File: config.mk
export PLATFORM = sky130hd
export DESIGN_NAME = gnss_binary_frame_parser_top
export DESIGN_NICKNAME = d
export VERILOG_FILES = /design/src/gbfp_pkg.sv /design/src/gbfp_cfg_regs.sv /design/src/gbfp_core.sv /design/src/gbfp_out_reg.sv /design/src/gnss_binary_frame_parser_top.sv
export SDC_FILE = /design/constraint.sdc
export NUM_CORES = 1
export LEC_CHECK = 0
export BUFFER_PORTS_ARGS = -buffer_cell sky130_fd_sc_hd__clkbuf_2
export CAP_MARGIN = 0
export CORE_MARGIN = 2
export CORE_UTILIZATION = 40
export DETAILED_ROUTE_END_ITERATION = 16
export PLACE_DENSITY = 0.69
export SLEW_MARGIN = 10
export SYNTH_ARGS = -nofsm -noshare
export SYNTH_HDL_FRONTEND = slang
export SYNTH_SLANG_ARGS = --single-unit
File: constraint.sdc
create_clock -name clk_i -period 5.36 [get_ports clk_i]
set_clock_uncertainty 0.2 [all_clocks]
set_input_delay 0.268 -clock clk_i [delete_from_list [all_inputs] [get_ports clk_i]]
set_output_delay 0.268 -clock clk_i [all_outputs]
set_load 0.05 [all_outputs]
File: src/gbfp_pkg.sv
// shared types, state codes and helpers of the binary frame parser
package gbfp_pkg;

  // parser state codes, also reported as next_expect
  localparam logic [3:0] ST_SYNC1   = 4'd0;
  localparam logic [3:0] ST_SYNC2   = 4'd1;
  localparam logic [3:0] ST_CLASS   = 4'd2;
  localparam logic [3:0] ST_ID      = 4'd3;
  localparam logic [3:0] ST_LEN_LO  = 4'd4;
  localparam logic [3:0] ST_LEN_HI  = 4'd5;
  localparam logic [3:0] ST_PAYLOAD = 4'd6;
  localparam logic [3:0] ST_CK_A    = 4'd7;
  localparam logic [3:0] ST_CK_B    = 4'd8;

  // register indexes on the configuration port
  localparam logic REG_SYNC_FIRST  = 1'b0;
  localparam logic REG_SYNC_SECOND = 1'b1;

  // reset values of the sync byte registers
  localparam logic [7:0] SYNC_FIRST_RST  = 8'hB5;
  localparam logic [7:0] SYNC_SECOND_RST = 8'h62;

  // widths of the stream data words
  localparam int unsigned InDataW  = 8;
  localparam int unsigned OutDataW = 64;

  typedef struct packed {
    logic [7:0] sync_first;
    logic [7:0] sync_second;
  } cfg_t;

  typedef struct packed {
    logic [3:0]  next_expect;
    logic        consumed;
    logic        payload_valid;
    logic [7:0]  payload_byte;
    logic [15:0] payload_index;
    logic        frame_done;
    logic        checksum_ok;
    logic [7:0]  frame_class;
    logic [7:0]  frame_id;
    logic [15:0] frame_length;
    logic        known_type;
  } result_t;

  // class and id pairs of the six recognized messages
  function automatic logic is_known(input logic [7:0] cls, input logic [7:0] id);
    logic hit;
    hit = ((cls == 8'h05) && (id == 8'h01)) ||
          ((cls == 8'h05) && (id == 8'h00)) ||
          ((cls == 8'h06) && (id == 8'h3E)) ||
          ((cls == 8'h06) && (id == 8'h01)) ||
          ((cls == 8'h01) && (id == 8'h07)) ||
          ((cls == 8'h01) && (id == 8'h35));
    return hit;
  endfunction

endpackage

File: src/gbfp_cfg_regs.sv
// configuration registers behind the apb-style port
module gbfp_cfg_regs (
  input  logic              clk_i,
  input  logic              rst_ni,
  input  logic              psel,
  input  logic              penable,
  input  logic              pwrite,
  input  logic [2:0]        paddr,
  input  logic [31:0]       pwdata,
  output logic [31:0]       prdata,
  output logic              pready,
  output gbfp_pkg::cfg_t    cfg_o
);
  import gbfp_pkg::*;

  logic [7:0] sync_first_q, sync_first_d;
  logic [7:0] sync_second_q, sync_second_d;
  logic       wr_en;

  assign pready = 1'b1;
  assign wr_en  = psel && penable && pwrite;

  // register write decode
  always_comb begin
    sync_first_d  = sync_first_q;
    sync_second_d = sync_second_q;
    if (wr_en) begin
      unique case (paddr[2])
        REG_SYNC_FIRST:  sync_first_d  = pwdata[7:0];
        REG_SYNC_SECOND: sync_second_d = pwdata[7:0];
        default: ;
      endcase
    end
  end

  always_ff @(posedge clk_i or negedge rst_ni) begin
    if (!rst_ni) begin
      sync_first_q  <= SYNC_FIRST_RST;
      sync_second_q <= SYNC_SECOND_RST;
    end else begin
      sync_first_q  <= sync_first_d;
      sync_second_q <= sync_second_d;
    end
  end

  // read mux
  always_comb begin
    unique case (paddr[2])
      REG_SYNC_FIRST:  prdata = {24'd0, sync_first_q};
      REG_SYNC_SECOND: prdata = {24'd0, sync_second_q};
      default:         prdata = 32'd0;
    endcase
  end

  assign cfg_o.sync_first  = sync_first_q;
  assign cfg_o.sync_second = sync_second_q;

endmodule

File: src/gbfp_core.sv
// frame state machine, checksum and per-byte result logic
module gbfp_core (
  input  logic              clk_i,
  input  logic              rst_ni,
  input  logic              step_i,
  input  logic [7:0]        byte_i,
  input  gbfp_pkg::cfg_t    cfg_i,
  output gbfp_pkg::result_t res_o
);
  import gbfp_pkg::*;

  logic [3:0]  state_q, state_d;
  logic [7:0]  class_q, class_d;
  logic [7:0]  id_q, id_d;
  logic [15:0] len_q, len_d;
  logic [15:0] count_q, count_d;
  logic [7:0]  sum_a_q, sum_a_d;
  logic [7:0]  sum_b_q, sum_b_d;
  logic [7:0]  ck_a_q, ck_a_d;

  logic [7:0]  add_a;
  logic [7:0]  add_b;
  logic [15:0] count_inc;
  logic [15:0] len_full;

  // fletcher step and length helpers
  assign add_a     = sum_a_q + byte_i;
  assign add_b     = sum_b_q + add_a;
  assign count_inc = count_q + 16'd1;
  assign len_full  = {byte_i, len_q[7:0]};

  // next state and result for the byte at hand
  always_comb begin
    state_d = state_q;
    class_d = class_q;
    id_d    = id_q;
    len_d   = len_q;
    count_d = count_q;
    sum_a_d = sum_a_q;
    sum_b_d = sum_b_q;
    ck_a_d  = ck_a_q;

    res_o.consumed      = 1'b0;
    res_o.payload_valid = 1'b0;
    res_o.payload_byte  = 8'd0;
    res_o.payload_index = 16'd0;
    res_o.frame_done    = 1'b0;
    res_o.checksum_ok   = 1'b0;
    res_o.known_type    = 1'b0;

    unique case (state_q)
      ST_SYNC1: begin
        if (byte_i == cfg_i.sync_first) begin
          class_d = 8'd0;
          id_d    = 8'd0;
          len_d   = 16'd0;
          count_d = 16'd0;
          sum_a_d = 8'd0;
          sum_b_d = 8'd0;
          ck_a_d  = 8'd0;
          state_d = ST_SYNC2;
          res_o.consumed = 1'b1;
        end
      end
      ST_SYNC2: begin
        if (byte_i == cfg_i.sync_second) begin
          state_d = ST_CLASS;
          res_o.consumed = 1'b1;
        end else begin
          state_d = ST_SYNC1;
        end
      end
      ST_CLASS: begin
        sum_a_d = add_a;
        sum_b_d = add_b;
        class_d = byte_i;
        state_d = ST_ID;
        res_o.consumed = 1'b1;
      end
      ST_ID: begin
        sum_a_d = add_a;
        sum_b_d = add_b;
        id_d    = byte_i;
        state_d = ST_LEN_LO;
        res_o.consumed = 1'b1;
      end
      ST_LEN_LO: begin
        sum_a_d = add_a;
        sum_b_d = add_b;
        len_d   = {8'd0, byte_i};
        state_d = ST_LEN_HI;
        res_o.consumed = 1'b1;
      end
      ST_LEN_HI: begin
        sum_a_d = add_a;
        sum_b_d = add_b;
        len_d   = len_full;
        count_d = 16'd0;
        state_d = (len_full == 16'd0) ? ST_CK_A : ST_PAYLOAD;
        res_o.consumed = 1'b1;
      end
      ST_PAYLOAD: begin
        sum_a_d = add_a;
        sum_b_d = add_b;
        count_d = count_inc;
        if (count_inc == len_q) begin
          state_d = ST_CK_A;
        end
        res_o.consumed      = 1'b1;
        res_o.payload_valid = 1'b1;
        res_o.payload_byte  = byte_i;
        res_o.payload_index = count_q;
      end
      ST_CK_A: begin
        ck_a_d  = byte_i;
        state_d = ST_CK_B;
        res_o.consumed = 1'b1;
      end
      ST_CK_B: begin
        state_d = ST_SYNC1;
        res_o.consumed    = 1'b1;
        res_o.frame_done  = 1'b1;
        res_o.checksum_ok = (ck_a_q == sum_a_q) && (byte_i == sum_b_q);
        res_o.known_type  = is_known(class_q, id_q);
      end
      default: begin
        state_d = ST_SYNC1;
      end
    endcase

    res_o.next_expect  = state_d;
    res_o.frame_class  = class_d;
    res_o.frame_id     = id_d;
    res_o.frame_length = len_d;
  end

  // frame state, advanced once per byte
  always_ff @(posedge clk_i or negedge rst_ni) begin
    if (!rst_ni) begin
      state_q <= ST_SYNC1;
      class_q <= 8'd0;
      id_q    <= 8'd0;
      len_q   <= 16'd0;
      count_q <= 16'd0;
      sum_a_q <= 8'd0;
      sum_b_q <= 8'd0;
      ck_a_q  <= 8'd0;
    end else if (step_i) begin
      state_q <= state_d;
      class_q <= class_d;
      id_q    <= id_d;
      len_q   <= len_d;
      count_q <= count_d;
      sum_a_q <= sum_a_d;
      sum_b_q <= sum_b_d;
      ck_a_q  <= ck_a_d;
    end
  end

  // payload bytes never run past the declared length
  assert property (@(posedge clk_i) disable iff (!rst_ni)
    (step_i && (state_q == ST_PAYLOAD)) |-> (count_q < len_q))
    else $error("payload count reached declared length in payload state");

  // a zero length never enters the payload state
  assert property (@(posedge clk_i) disable iff (!rst_ni)
    (step_i && (state_q == ST_LEN_HI) && (len_full == 16'd0)) |=> (state_q == ST_CK_A))
    else $error("zero length frame did not go to checksum");

  // a finished frame always returns to the hunt
  assert property (@(posedge clk_i) disable iff (!rst_ni)
    (step_i && (state_q == ST_CK_B)) |=> (state_q == ST_SYNC1))
    else $error("parser did not restart hunt after frame end");

endmodule

File: src/gbfp_out_reg.sv
// result register toward the master-side stream
module gbfp_out_reg (
  input  logic                             clk_i,
  input  logic                             rst_ni,
  input  logic                             load_i,
  input  gbfp_pkg::result_t                res_i,
  output logic                             ready_o,
  output logic                             m_tvalid,
  input  logic                             m_tready,
  output logic [gbfp_pkg::OutDataW-1:0]    m_tdata,
  output logic                             m_tlast,
  output logic                             m_tuser
);
  import gbfp_pkg::*;

  logic    valid_q, valid_d;
  result_t res_q;

  // room when empty or when the held item leaves this cycle
  assign ready_o = !valid_q || m_tready;

  always_comb begin
    valid_d = valid_q;
    if (load_i) begin
      valid_d = 1'b1;
    end else if (m_tready) begin
      valid_d = 1'b0;
    end
  end

  always_ff @(posedge clk_i or negedge rst_ni) begin
    if (!rst_ni) begin
      valid_q <= 1'b0;
    end else begin
      valid_q <= valid_d;
    end
  end

  // payload holds while stalled
  always_ff @(posedge clk_i) begin
    if (load_i) begin
      res_q <= res_i;
    end
  end

  assign m_tvalid = valid_q;
  assign m_tlast  = res_q.frame_done;
  assign m_tuser  = res_q.payload_valid;
  assign m_tdata  = {1'b0,
                     res_q.known_type,
                     res_q.frame_length,
                     res_q.frame_id,
                     res_q.frame_class,
                     res_q.checksum_ok,
                     res_q.payload_index,
                     res_q.payload_byte,
                     res_q.consumed,
                     res_q.next_expect};

endmodule

File: src/gnss_binary_frame_parser_top.sv
// top level of the binary frame parser: input register, parser, result register
//
// Usage: received bytes enter one per item on the slave-side stream
// (s_tdata[7:0] = byte_in). Each byte yields exactly one result item on the
// master-side stream. m_tlast marks the second checksum byte of a frame
// (frame_done) and m_tuser flags a payload byte (payload_valid); m_tdata
// carries the remaining result fields.
// An accepted byte sits in the input register, and the combinational parser
// logic writes its result into the result register once that register has
// room; the result item is then shown on the master-side stream.
// Throughput is one byte per cycle while the receiver does not stall; the
// parser updates its state and checksum sums once per byte.
// The sync byte values are set through the apb-style port (0x0 first sync,
// 0x4 second sync) and should be changed only while the block is idle.
// Reset returns the parser to hunting the first sync byte, clears the frame
// registers and restores the default sync values 0xB5 and 0x62.
// When the receiver stalls the result register holds its item, the input
// register takes one more byte, and then s_tready drops until room frees.
module gnss_binary_frame_parser_top (
  input  logic                          clk_i,
  input  logic                          rst_ni,
  // apb-style configuration port
  input  logic                          psel,
  input  logic                          penable,
  input  logic                          pwrite,
  input  logic [2:0]                    paddr,
  input  logic [31:0]                   pwdata,
  output logic [31:0]                   prdata,
  output logic                          pready,
  // slave-side stream
  input  logic                          s_tvalid,
  output logic                          s_tready,
  // [7:0] byte_in
  input  logic [gbfp_pkg::InDataW-1:0]  s_tdata,
  // master-side stream
  output logic                          m_tvalid,
  input  logic                          m_tready,
  // [3:0] next_expect, [4] consumed, [12:5] payload_byte, [28:13] payload_index,
  // [29] checksum_ok, [37:30] frame_class, [45:38] frame_id,
  // [61:46] frame_length, [62] known_type, [63] zero
  output logic [gbfp_pkg::OutDataW-1:0] m_tdata,
  // frame_done
  output logic                          m_tlast,
  // [0] payload_valid
  output logic                          m_tuser
);
  import gbfp_pkg::*;

  cfg_t       cfg;
  result_t    res;
  logic       out_ready;
  logic       step;
  logic       in_valid_q, in_valid_d;
  logic [7:0] in_byte_q;

  gbfp_cfg_regs u_cfg (
    .clk_i   (clk_i),
    .rst_ni  (rst_ni),
    .psel    (psel),
    .penable (penable),
    .pwrite  (pwrite),
    .paddr   (paddr),
    .pwdata  (pwdata),
    .prdata  (prdata),
    .pready  (pready),
    .cfg_o   (cfg)
  );

  // input register, moves on when the result register has room
  assign step     = in_valid_q && out_ready;
  assign s_tready = !in_valid_q || out_ready;

  always_comb begin
    in_valid_d = in_valid_q;
    if (s_tvalid && s_tready) begin
      in_valid_d = 1'b1;
    end else if (step) begin
      in_valid_d = 1'b0;
    end
  end

  always_ff @(posedge clk_i or negedge rst_ni) begin
    if (!rst_ni) begin
      in_valid_q <= 1'b0;
    end else begin
      in_valid_q <= in_valid_d;
    end
  end

  always_ff @(posedge clk_i) begin
    if (s_tvalid && s_tready) begin
      in_byte_q <= s_tdata;
    end
  end

  gbfp_core u_core (
    .clk_i  (clk_i),
    .rst_ni (rst_ni),
    .step_i (step),
    .byte_i (in_byte_q),
    .cfg_i  (cfg),
    .res_o  (res)
  );

  gbfp_out_reg u_out (
    .clk_i    (clk_i),
    .rst_ni   (rst_ni),
    .load_i   (step),
    .res_i    (res),
    .ready_o  (out_ready),
    .m_tvalid (m_tvalid),
    .m_tready (m_tready),
    .m_tdata  (m_tdata),
    .m_tlast  (m_tlast),
    .m_tuser  (m_tuser)
  );

  // a frame end result always reports the hunt state next
  assert property (@(posedge clk_i) disable iff (!rst_ni)
    (m_tvalid && m_tlast) |-> (m_tdata[3:0] == ST_SYNC1))
    else $error("frame done without return to hunt");

  // a payload byte is always part of a frame
  assert property (@(posedge clk_i) disable iff (!rst_ni)
    (m_tvalid && m_tuser) |-> (m_tdata[4] && !m_tlast))
    else $error("payload item not consumed or marked as frame end");

  // a byte held in the input register with a free output moves on
  assert property (@(posedge clk_i) disable iff (!rst_ni)
    (in_valid_q && !m_tvalid) |=> m_tvalid)
    else $error("result register did not take a waiting item");

endmodule

==> results of run 1 <==
what timing repair did:
item	CTS	global route
setup endpoints to repair	0	0
hold buffers	19	0
endpoints found under the hold margin	69	0
worst register-to-register path, cell delays in order, from the launching register on:
cell      delay (ns)
edfxtp_1        0.67
ha_1            0.37
fa_1            0.41
a21o_1          0.18
a21oi_1         0.22
o21bai_1        0.09
a21oi_1         0.19
xnor2_1         0.18
ha_1            0.30
a21oi_1         0.13
inv_1           0.06
and4_1          0.19
or2_2           0.26
o211ai_1        0.17
cells in the final DEF, fill, tap and decap left out, types with 4 or more instances in the layout:
master,n
a21o_1,5
dlygate4sd3_1,19
nor2_1,33
nor4_1,15
clkbuf_2,97
o21ai_0,25
nand4_1,10
edfxtp_1,73
nor2b_1,8
o31ai_1,8
buf_4,4
conb_1,26
nor3_1,8
a22o_1,61
xnor2_1,33
dfrtp_1,86
a21oi_1,16
nand3_1,23
ha_1,15
inv_1,5
and2_1,32
nand2b_1,7
o21ai_1,11
mux2_2,26
a31oi_1,4
nand2_1,96
xor2_1,31
inv_8,5
dfstp_2,8
clkbuf_16,17
and4_1,5
registers in the layout, indices dropped and copies added (netlist names), 4 cells and up:
signal	count
in_byte_q	8
u_cfg.sync_first_q	8
u_cfg.sync_second_q	8
u_core.ck_a_q	8
u_core.class_q	8
u_core.count_q	16
u_core.id_q	8
u_core.len_q	16
u_core.state_q	4
u_core.sum_a_q	8
u_core.sum_b_q	8
u_out.m_tdata	63
cells by family after synthesis:
family / count (synthesis) / synth area share [%]
and+or+nand+nor: 258 / 15.7
DFF: 167 / 53.5
AOI/OAI and AO/OA: 153 / 13.1
buffers and inverters: 76 / 5.00
xor gates and xnor gates: 64 / 6.58
muxes: 26 / 3.44
adders and majority gates: 17 / 2.67
other: 2 / 0.0882
final cells by class:
type / count / area [um^2] / share of cell area, %
Clock buffer: 18 / 439 / 4.45
Clock inverter: 14 / 180 / 1.82
Inverter: 6 / 23.8 / 0.241
Multi-Input combinational cell: 544 / 3630 / 36.7
Sequential cell: 167 / 4550 / 46.1
Tap cell: 275 / 344 / 3.48
Timing Repair Buffer: 120 / 706 / 7.15
metrics by stage:
stage	worst slack, ns	area, um^2	std cells
global placement	1.74	9060	1093
CTS	1.66	9870	1144
finish	1.65	9870	1144
floorplan	1.45	8610	787
detailed placement	1.69	9060	1093
global route	1.44	9870	1144
layer usage:
layer / vias up / track usage, %
met5: - / 0
met4: 0 / 5.28
met3: 24 / 4.12
met2: 220 / 29.0
met1: 3003 / 25.5
li1: 2907 / -
path summary, 6_finish.rpt:
check / startpoint / end
setup reg to reg: in_byte_q[0]$_DFFE_PP_ / u_core.sum_b_q[7]$_DFFE_PN0P_
setup / recovery: in_byte_q[0]$_DFFE_PP_ / u_core.sum_b_q[7]$_DFFE_PN0P_
min in group asynchronous: rst_ni / u_core.sum_b_q[2]$_DFFE_PN0P_
max in group asynchronous: rst_ni / u_core.count_q[10]$_DFFE_PN0P_
hold reg to reg: u_core.ck_a_q[1]$_DFFE_PN0P_ / u_core.ck_a_q[1]$_DFFE_PN0P_
hold / removal: m_tready / u_out.m_tvalid$_DFFE_PN0P_
power by group through the flow:
stage	Sequential [mW]	Combinational (mW)	Clock (mW)
6_report	1.96	1.86	1.29
5_1_grt	1.99	2.03	1.37
4_1_cts	1.96	1.86	1.30
3_5_place_dp	1.98	1.83	0
3_3_place_gp	1.97	1.80	0
2_1_floorplan	2.14	1.26	0
==> results by group, run 1 <==
Routing
  • Drt pass-1 iters: 5
  • Total Wirelength: roughly 20000 um
  • Routed WL per cell: ~18 um
  • Number of routed nets with antenna violations: 0
  • DRC: 0
  • Routed vias/inst: around 5.4
  • Routed vias: 6154
  • Highest Signal Layer: met4
  • Met2 WL: 9210 um
  • Metal3 WL: 1270 um
  • Initial drt markers: 444
  • Metal-1 WL: ~9000 um

GRT
  • Vias in the first global route: 5807
  • Largest net degree at the start of global routing: 69
  • Total gr overflow: 0
  • First-pass GRT wire length: 31700 um
  • Initial antenna violation count: 0
  • GRT Total Usage: 18.4%

Critical path
  • Most used cell, CP: a21oi_1
  • Max FO, Critical Path: 14
  • Arr. time, crit path: roughly 3.9 ns
  • R2R depth: 13
  • Critical Path Max Stage Delay: about 0.67 ns
  • Reg2Reg Setup Slack: 1.65 ns
  • Stages on the worst setup path: 13
  • Critical path class: flip-flop to flip-flop
  • Crit-path cells: ha_1 > fa_1 > a21o_1 > a21oi_1 > o21bai_1 > a21oi_1 > xnor2_1 > ha_1 > a21oi_1 > inv_1 > and4_1 > or2_2 > o211ai_1
  • Number of buffers and inverters on the critical path: 1
  • Critical path's slowest cell: edfxtp_1
  • CP Capture Type: flip-flop
  • CP delay by family, top: adder cells
  • CP required: between 5 and 6 ns
  • Critical path launch point type: flip-flop

CTS
  • CTS buffer count: 17
  • Clock tree buffer depth: 2
  • Clock slew seen by the registers of the worst setup and hold paths: ~0.070 ns
  • Post-CTS Setup Inserts: 0
  • Post-CTS Resized: 0
  • TritonCTS clock tree: built
  • Clock latency on the worst-skew pair: approximately 0.44 ns
  • Htree depth: 4
  • Sink Count: 167
  • CTS root buf: clkbuf_16

Layout
  • # fillers: 1946
  • # diodes: 0
  • Fin nets: 923
  • Layout Utilization: 47.1%
  • Area growth syn-to-layout: 15.9%
  • Layout cell share with drive strength beyond 1: 20.6%

Die
  • Initial core utilization: between 40% and 50%
  • Core area: between 20000 and 25000 um^2
  • Die area: 22500 um^2
  • Die width: 150 um
  • Row cnt: 53
  • Die height: ~150 um
  • IO Count: 151

Placed design
  • Dpl hpwl: 13400 um
  • RePlAce Congestion: about 0.89
  • Port bufs: 98

Synth
  • Synthesized instance count: 763
  • Top-count cell post-synth: nand2_1
  • #FFs+latches synth: ~170
  • Commonest register cell after synthesis: dfrtp_1
  • Post-synth top area share: 25.7%
  • Number of synthesized flops with an enable pin: 73
  • Avg Synthesized Cell Area: 11.2 um^2
  • Post-Synthesis Cell Area: ~8500 um^2
  • Top cells by count, synth: nand2_1, dfrtp_1, edfxtp_1
  • Largest area contributor in the netlist: edfxtp_1
  • Top cells by area, synth: edfxtp_1, dfrtp_1, a22o_1
  • Synth warn: 0
  • Distinct cells, synth: between 60 and 70
  • Sequential share of the synthesized area: 53.5%
  • Ys async rst share: 56.3%

Timing
  • Setup TNS: 0 ns
  • Final hold vios: 0
  • Hold WS: 0.0569 ns
  • Slew margin rel.: 20.2%
  • FMAX: approximately 270 MHz
  • Fin crit share: 69.2%
  • Max-slew violation count: 0
  • RSZ-0062 raised after global routing: false
  • Worst slew pin tran: approximately 1.2 ns
  • Minimum clock period: 3.71 ns
  • Endpoints failing setup: 0

Pwr
  • Clk pwr share: 25.2%
  • Logic pwr share: a little over a third
  • Sequential power share: 38.4%
  • Total power: 5.11 mW
  • NetSw: 2.02 mW
  • Pwr/cell area: 517 nW/um^2
  • Worst vdd ir: between 0.2 and 0.25 mV
  • Internal power: 3.09 mW
  • Leakage: 4.31 nW
  • Sw Share: between 30 and 40%

Worst hold path
  • HP Class: input port to flip-flop
  • WHS Path Cells: 3

Outcome
  • Outcome: complete, no violations

Run
  • Max-cap violations: 0
Power figures use the tool's default switching activity.
==> run 2, diff against run 1 <==
--- a/config.mk
+++ b/config.mk
@@ -5,12 +5,13 @@
 export SDC_FILE = /design/constraint.sdc
 export NUM_CORES = 1
 export LEC_CHECK = 0
+export ABC_AREA = 1
 export BUFFER_PORTS_ARGS = -buffer_cell sky130_fd_sc_hd__clkbuf_2
 export CAP_MARGIN = 0
 export CORE_MARGIN = 2
 export CORE_UTILIZATION = 40
 export DETAILED_ROUTE_END_ITERATION = 16
-export PLACE_DENSITY = 0.69
+export PLACE_DENSITY = 0.72
 export SLEW_MARGIN = 10
 export SYNTH_ARGS = -nofsm -noshare
 export SYNTH_HDL_FRONTEND = slang
==> constraint.sdc (replaced) <==
create_clock -name clk_i -period 3.2 [get_ports clk_i]
set_clock_uncertainty 0.2 [all_clocks]
set_input_delay 0.16 -clock clk_i [delete_from_list [all_inputs] [get_ports clk_i]]
set_output_delay 0.16 -clock clk_i [all_outputs]
set_load 0.05 [all_outputs]
==> run 2 against run 1 <==
Compared with the run above:
- power grew 75%
- combinational power grew 92%
- core utilization grew 0.69 points
- via count grew 13%
- critical endpoint unchanged
- worst hold slack gained 0.12 ns
- largest cell class unchanged
==> results by group, run 2 <==
Outcome
  • Outcome: complete, no violations

Layout
  • Most common cell after layout, fill and taps aside: nand2_1
  • Area growth syn-to-layout: 17.2%
  • Post-Layout Cell Count: 1366 (+19%)
  • Layout cell share with drive strength beyond 1: 18.7% (-1.9 points)
  • # fillers: 1968 (+1.1%)
  • Max reg flops: 63 (unchanged)
  • Multi-input gate area: 3390 um^2 (-6.4%)
  • Reg area: 4550 um^2 (unchanged)
  • Fin nets: 1145 (+24%)
  • # diodes: 0 (unchanged)
  • Most frequent cells in the layout: nand2_1, clkbuf_2, inv_1, o21ai_0, dfrtp_1

Placed design
  • Dpl hpwl: 15200 um (+13%)
  • RePlAce Congestion: 0.913 (+2.9%)
  • Port bufs: 98 (unchanged)
  • Placed Cells: 1315 (+20%)

GRT
  • Total gr overflow: 0 (unchanged)
  • First-pass GRT wire length: 33400 um (+5.3%)
  • Largest net degree at the start of global routing: 111 (+61%)
  • GRT Total Usage: 19.2% (+0.79 points)
  • Initial antenna violation count: 0 (unchanged)
  • Vias in the first global route: 6450 (+11%)

Synth
  • Avg Synthesized Cell Area: 8.98 um^2 (-20%)
  • Synth Area in Compound Gates: 10.6% (-2.5 points)
  • Top cells by area, synth: edfxtp_1, dfrtp_1, nand2_1
  • Ys async rst share: 56.3% (unchanged)
  • Synth warn: 0 (unchanged)
  • Post-Synthesis Cell Area: 8570 um^2 (+0.69%)
  • Post-Synth Simple-Gate Area: 22.5% (+6.9 points)
  • Top-count cell post-synth: nand2_1
  • Adder-cell share of the synthesized area: 2.66% (-0.018 points)
  • Commonest register cell after synthesis: dfrtp_1
  • Mux contribution to synthesized area: 0% (-3.4 points)
  • Largest area contributor in the netlist: edfxtp_1
  • Post-synth top area share: 25.6% (-0.18 points)
  • #FFs+latches synth: 167 (unchanged)
  • Distinct cells, synth: 50 (-19%)
  • Number of synthesized flops with an enable pin: 73 (unchanged)
  • Sequential share of the synthesized area: 53.1% (-0.37 points)
  • Synthesized instance count: 955 (+25%)
  • Top cells by count, synth: nand2_1, inv_1, o21ai_0
  • XOR/XNOR share of the synthesized area: 2.66% (-3.9 points)
  • Largest family of logic cells by synthesized area: simple AND/OR/NAND/NOR gates

Critical path
  • Arr. time, crit path: 3.12 ns (-0.74 ns)
  • Critical path class: flip-flop to flip-flop
  • CP required: 3.38 ns (-2.13 ns)
  • CP Capture Type: flip-flop
  • Critical path's slowest cell: dfrtp_1
  • Crit-path cells: ha_1 > fa_1 > nand3_1 > nand3_1 > nand2_1 > nand2_1 > a21oi_1 > xnor2_1 > ha_1 > a21oi_1 > o21ai_0 > a21oi_1 > nand3b_1 > nand3_1 > nand2_1
  • Critical path launch point type: flip-flop
  • Critical Path Max Stage Delay: 0.42 ns (-0.25 ns)
  • Max FO, Critical Path: 4 (-10)

CTS
  • Htree depth: 4 (unchanged)
  • CTS buffer count: 17 (unchanged)
  • Post-CTS Setup Inserts: 0 (unchanged)
  • Clock latency on the worst-skew pair: 0.44 ns (about the same)
  • CTS root buf: clkbuf_16
  • Clock tree buffer depth: 2 (unchanged)
  • Sink Count: 167 (unchanged)
  • Clock slew seen by the registers of the worst setup and hold paths: 0.07 ns (about the same)
  • TritonCTS clock tree: built

Timing
  • Fin crit share: 91.8% (+23 points)
  • Max-slew violation count: 0 (unchanged)
  • Minimum clock period: 2.94 ns (-0.772 ns)
  • Setup TNS: 0 ns (unchanged)
  • FMAX: 340 MHz (+26%)
  • Slew margin rel.: 40.0% (+20 points)
  • RSZ-0062 raised after global routing: false
  • Endpoints failing setup: 0 (unchanged)
  • Worst slew pin tran: 0.899 ns (-0.290 ns)
  • Final hold vios: 0 (unchanged)

Routing
  • Routed vias: 6932 (+13%)
  • Number of routed nets with antenna violations: 0 (unchanged)
  • Routed WL per cell: 15.5 um (-12%)
  • Total Wirelength: 21100 um (+5.4%)
  • Routed vias/inst: 5.07 (-5.7%)
  • DRC: 0 (unchanged)
  • Initial drt markers: 605 (+36%)
  • Drt pass-1 iters: 5 (unchanged)

Die
  • Die height: 150 um (+0.33%)
  • Die width: 150 um (+0.33%)
  • Core area: 21000 um^2 (+0.32%)
  • Die area: 22600 um^2 (+0.67%)
  • Initial core utilization: 40.8% (+0.15 points)
  • IO Count: 151 (unchanged)
  • Row cnt: 53 (unchanged)

Worst hold path
  • HP Class: input port to async pin

Pwr
  • Pwr/cell area: 891 nW/um^2 (+72%)
  • Worst vdd ir: 0.469 mV (+95%)
  • Leakage: 4.49 nW (+4.3%)

Run
  • Max-cap violations: 0 (unchanged)
[run 2: path summary, 6_finish.rpt]
check | slack, ns | start | cells after the start | end
worst min-delay path | 0.18 | rst_ni | 2 | u_core.sum_b_q[6]$_DFFE_PN0P_
min in group clk_i | 0.24 | s_tdata[5] | 2 | in_byte_q[5]$_DFFE_PP_
worst min register to register | 0.31 | u_cfg.sync_first_q[5]$_DFFE_PN1P_ | 2 | u_cfg.sync_first_q[5]$_DFFE_PN1P_
max in group asynchronous | 1.76 | rst_ni | 3 | u_cfg.sync_second_q[1]$_DFFE_PN1P_
worst max-delay path | 0.26 | u_core.sum_a_q[0]$_DFFE_PN0P_ | 15 | u_core.sum_b_q[7]$_DFFE_PN0P_
worst max register to register | 0.26 | u_core.sum_a_q[0]$_DFFE_PN0P_ | 15 | u_core.sum_b_q[7]$_DFFE_PN0P_
[run 2: area by class of cell]
class                      instances  share of cell area (%)
multi-input combinational        662                    33.8
clock inverter                    15                    1.63
clock buffer                      17                    4.23
inverter                         101                    3.80
tap                              275                    3.42
sequential                       167                    45.3
timing repair buffer             129                    7.82
[run 2: power by group]
group	total, mW	switching, mW	internal, mW
Sequential	3.32	0.433	2.88
Clock	2.05	0.943	1.11
Combinational	3.58	2.52	1.07
[run 2: per-stage QoR]
step / power (mW) / setup slack, ns / utilization (%) / hold slack, ns / instance area, um^2
3_3_place_gp: 6.82 / 0.293 / 44.1 / 0.140 / 9270
2_1_floorplan: 6.04 / 0.386 / - / -0.336 / 8660
4_1_cts: 8.98 / 0.269 / 47.8 / 0.216 / 10000
3_5_place_dp: 6.90 / 0.270 / 44.1 / 0.139 / 9270
5_1_grt: 9.53 / 0.0179 / 47.8 / 0.242 / 10000
6_report: 8.95 / 0.263 / 47.8 / 0.176 / 10000
[run 2: logic make-up after synthesis]
group,count (synthesis)
AO/OA/AOI/OAI,149
XOR/XNOR,26
adder cells (fa/ha/maj),17
buffers and inverters,150
flip-flops,167
other,2
AND/OR/NAND/NOR,444
[run 2: routing by layer]
metal  part of all wire [%]  vias to the layer above  GRT usage (%)  wire length, um
met5                      0                        -              0                0
met4                    1.3                        0           5.14              270
met3                    6.2                       25           4.09             1300
met2                     48                      257           30.8            10000
met1                     45                     3276           26.4             9510
li1                       -                     3374              -                -
[run 2: critical path: cells and delay by family, from the launching register on]
kind	cells	cell delay, ns
adders and majority gates	3	0.94
xor gates and xnor gates	1	0.17
and+or+nand+nor	7	0.56
AOI/OAI and AO/OA	4	0.58
DFF	1	0.42
[run 2: repair_timing]
action / CTS / global route
hold buffers: 19 / 0
resized for setup: 0 / 0
endpoints found under the hold margin: 92 / 0
==> run 3, diff against run 2 <==
--- a/config.mk
+++ b/config.mk
@@ -11,7 +11,8 @@
 export CORE_MARGIN = 2
 export CORE_UTILIZATION = 40
 export DETAILED_ROUTE_END_ITERATION = 16
-export PLACE_DENSITY = 0.72
+export PLACE_DENSITY = 0.69
+export SKIP_CTS_REPAIR_TIMING = 1
 export SLEW_MARGIN = 10
 export SYNTH_ARGS = -nofsm -noshare
 export SYNTH_HDL_FRONTEND = slang
==> constraint.sdc (replaced) <==
create_clock -name clk_i -period 3.3 [get_ports clk_i]
set_clock_uncertainty 0.2 [all_clocks]
set_input_delay 0.165 -clock clk_i [delete_from_list [all_inputs] [get_ports clk_i]]
set_output_delay 0.165 -clock clk_i [all_outputs]
set_load 0.05 [all_outputs]
==> run 3 against run 2 <==
Compared with the run above:
- clock power hardly changed
- register-to-register slack better by 0.11 ns
- non-clock buffer count is 2 lower
- routed wire length hardly changed
- global-route usage hardly changed
- sequential cell count stayed put
- maximum frequency is 0.48% higher
- critical path depth stayed put
- count of clock-buffer cells in the layout is 3 higher
- power is 2.7% lower
- die area stayed put
- first-iteration DRC count is 26% lower
==> results by group, run 3 (synthesis results as in run 2) <==
CTS
  • Clock tree buffer depth: 2 (unchanged)
  • Sink Count: 167 (unchanged)
  • Clock slew seen by the registers of the worst setup and hold paths: 0.07 ns (about the same)
  • Htree depth: 4 (unchanged)
  • CTS buffer count: 17 (unchanged)
  • TritonCTS clock tree: built
  • CTS root buf: clkbuf_16
  • Clock latency on the worst-skew pair: 0.43 ns (about the same)

Layout
  • Multi-input gate area: 3390 um^2 (unchanged)
  • Layout cell share with drive strength beyond 1: 18.5% (-0.24 points)
  • Fin nets: 1143 (-0.17%)
  • Most common cell after layout, fill and taps aside: nand2_1
  • Max reg flops: 63 (unchanged)
  • Layout Utilization: 47.8% (about the same)
  • Reg area: 4550 um^2 (unchanged)
  • # fillers: 1994 (+1.3%)
  • # diodes: 0 (unchanged)
  • Area growth syn-to-layout: 17.1% (about the same)
  • Most frequent cells in the layout: nand2_1, clkbuf_2, inv_1, o21ai_0, dfrtp_1

Run
  • Max-cap violations: 0 (unchanged)

Routing
  • DRC: 0 (unchanged)
  • Number of routed nets with antenna violations: 0 (unchanged)
  • Routed vias/inst: 5.07 (about the same)
  • Total Wirelength: 21100 um (about the same)
  • Drt pass-1 iters: 5 (unchanged)
  • Routed vias: 6922 (-0.14%)
  • Routed WL per cell: 15.5 um (about the same)
  • Initial drt markers: 448 (-26%)

Critical path
  • Critical Path Max Stage Delay: 0.40 ns (-0.02 ns)
  • Max FO, Critical Path: 3 (-1)
  • Arr. time, crit path: 3.10 ns (-0.02 ns)
  • Critical path launch point type: flip-flop
  • Crit-path cells: ha_1 > fa_1 > nand3_1 > nand3_1 > nand2_1 > nand2_1 > a21oi_1 > xnor2_1 > ha_1 > a21oi_1 > o21ai_0 > a21oi_1 > nand3b_1 > nand3_1 > nand2_1
  • Critical path's slowest cell: fa_1
  • R2R depth: 15 (unchanged)
  • Critical path class: flip-flop to flip-flop
  • CP Capture Type: flip-flop
  • CP required: 3.48 ns (+0.10 ns)

Die
  • Initial core utilization: 40.8% (unchanged)
  • Core area: 21000 um^2 (unchanged)
  • Die area: 22600 um^2 (unchanged)
  • Row cnt: 53 (unchanged)
  • Die height: 150 um (unchanged)
  • Die width: 150 um (unchanged)
  • IO Count: 151 (unchanged)

Timing
  • Slew margin rel.: 29.8% (-10 points)
  • Setup TNS: 0 ns (unchanged)
  • Worst slew pin tran: 1.05 ns (+0.153 ns)
  • Fin crit share: 88.6% (-3.2 points)
  • Endpoints failing setup: 0 (unchanged)
  • Final hold vios: 0 (unchanged)
  • FMAX: 342 MHz (+0.48%)
  • Max-slew violation count: 0 (unchanged)
  • RSZ-0062 raised after global routing: false
  • Minimum clock period: 2.92 ns (-0.0140 ns)

Placed design
  • Port bufs: 98 (unchanged)
  • Dpl hpwl: 14800 um (-2.3%)
  • RePlAce Congestion: 0.909 (-0.44%)

Pwr
  • Leakage: 4.48 nW (-0.42%)
  • Total power: 8.71 mW (-2.7%)
  • Worst vdd ir: 0.409 mV (-13%)
  • Pwr/cell area: 867 nW/um^2 (-2.6%)

Outcome
  • Outcome: complete, no violations

Worst hold path
  • WHS Path Cells: 5
  • HP Class: input port to flip-flop

GRT
  • Vias in the first global route: 6410 (-0.62%)
  • Grt met2 use: 30.3% (-0.48 points)
  • GR Util met1: 26.2% (-0.19 points)
  • GRT Total Usage: 19.2% (-0.027 points)
  • Initial antenna violation count: 0 (unchanged)
  • Met3 Resource Use GR: 3.48% (-0.61 points)
  • First-pass GRT wire length: 33100 um (-0.99%)
  • Busiest grt layer: met2
  • Total gr overflow: 0 (unchanged)
  • Largest net degree at the start of global routing: 128 (+15%)
## run 3: cell count changes in the layout (fill, tap and decap cells not counted), moves of 2 or more
cell / delta
clkinv_4: -2
buf_4: -2
clkinvlp_4: +3
clkbuf_8: +2
inv_8: -4
## run 3: final cells by class
type,instances,share of cell area (%)
well taps,275,3.43
multi-input cells,662,33.8
repair buffers,127,7.67
clock inverters,12,1.41
flip-flops and latches,167,45.3
inverters,101,3.80
clock buffers,20,4.55
## run 3: worst paths after layout
path | from | to | slack [ns]
worst max-delay path | in_byte_q[0]$_DFFE_PP_ | u_core.sum_b_q[7]$_DFFE_PN0P_ | 0.38
worst min-delay path | penable | u_cfg.sync_second_q[1]$_DFFE_PN1P_ | 0.24
worst max register to register | in_byte_q[0]$_DFFE_PP_ | u_core.sum_b_q[7]$_DFFE_PN0P_ | 0.38
worst min register to register | u_cfg.sync_first_q[0]$_DFFE_PN1P_ | u_cfg.sync_first_q[0]$_DFFE_PN1P_ | 0.30
max in group asynchronous | rst_ni | u_core.count_q[1]$_DFFE_PN0P_ | 1.78
min in group asynchronous | rst_ni | u_core.sum_b_q[7]$_DFFE_PN0P_ | 0.26
## run 3: power by group
group / switching, mW / internal (mW)
registers: 0.415 / 2.80
logic: 2.44 / 1.03
clock network: 0.863 / 1.17
## run 3: metrics by stage
step,cells,worst slack [ns],cell area [um^2],hold slack [ns]
floorplan,979,0.486,8660,-0.331
global placement,1313,0.441,9260,0.145
detailed placement,1313,0.397,9260,0.144
CTS,1345,0.394,9850,-0.312
global route,1364,0.192,10000,0.253
finish,1364,0.377,10000,0.238
## run 3: critical path: cells and delay by family (launching register included)
kind                     cells  cell delay, ns
adder cells (fa/ha/maj)      3            0.95
XOR/XNOR                     1            0.17
flip-flops                   1            0.39
AND/OR/NAND/NOR              7            0.60
AO/OA/AOI/OAI                4            0.55
## run 3: routing by layer
layer	part of all wire [%]	wire length, um
met1	45	9540
met4	2.0	415
met5	0	0
met3	5.3	1120
met2	47	10000
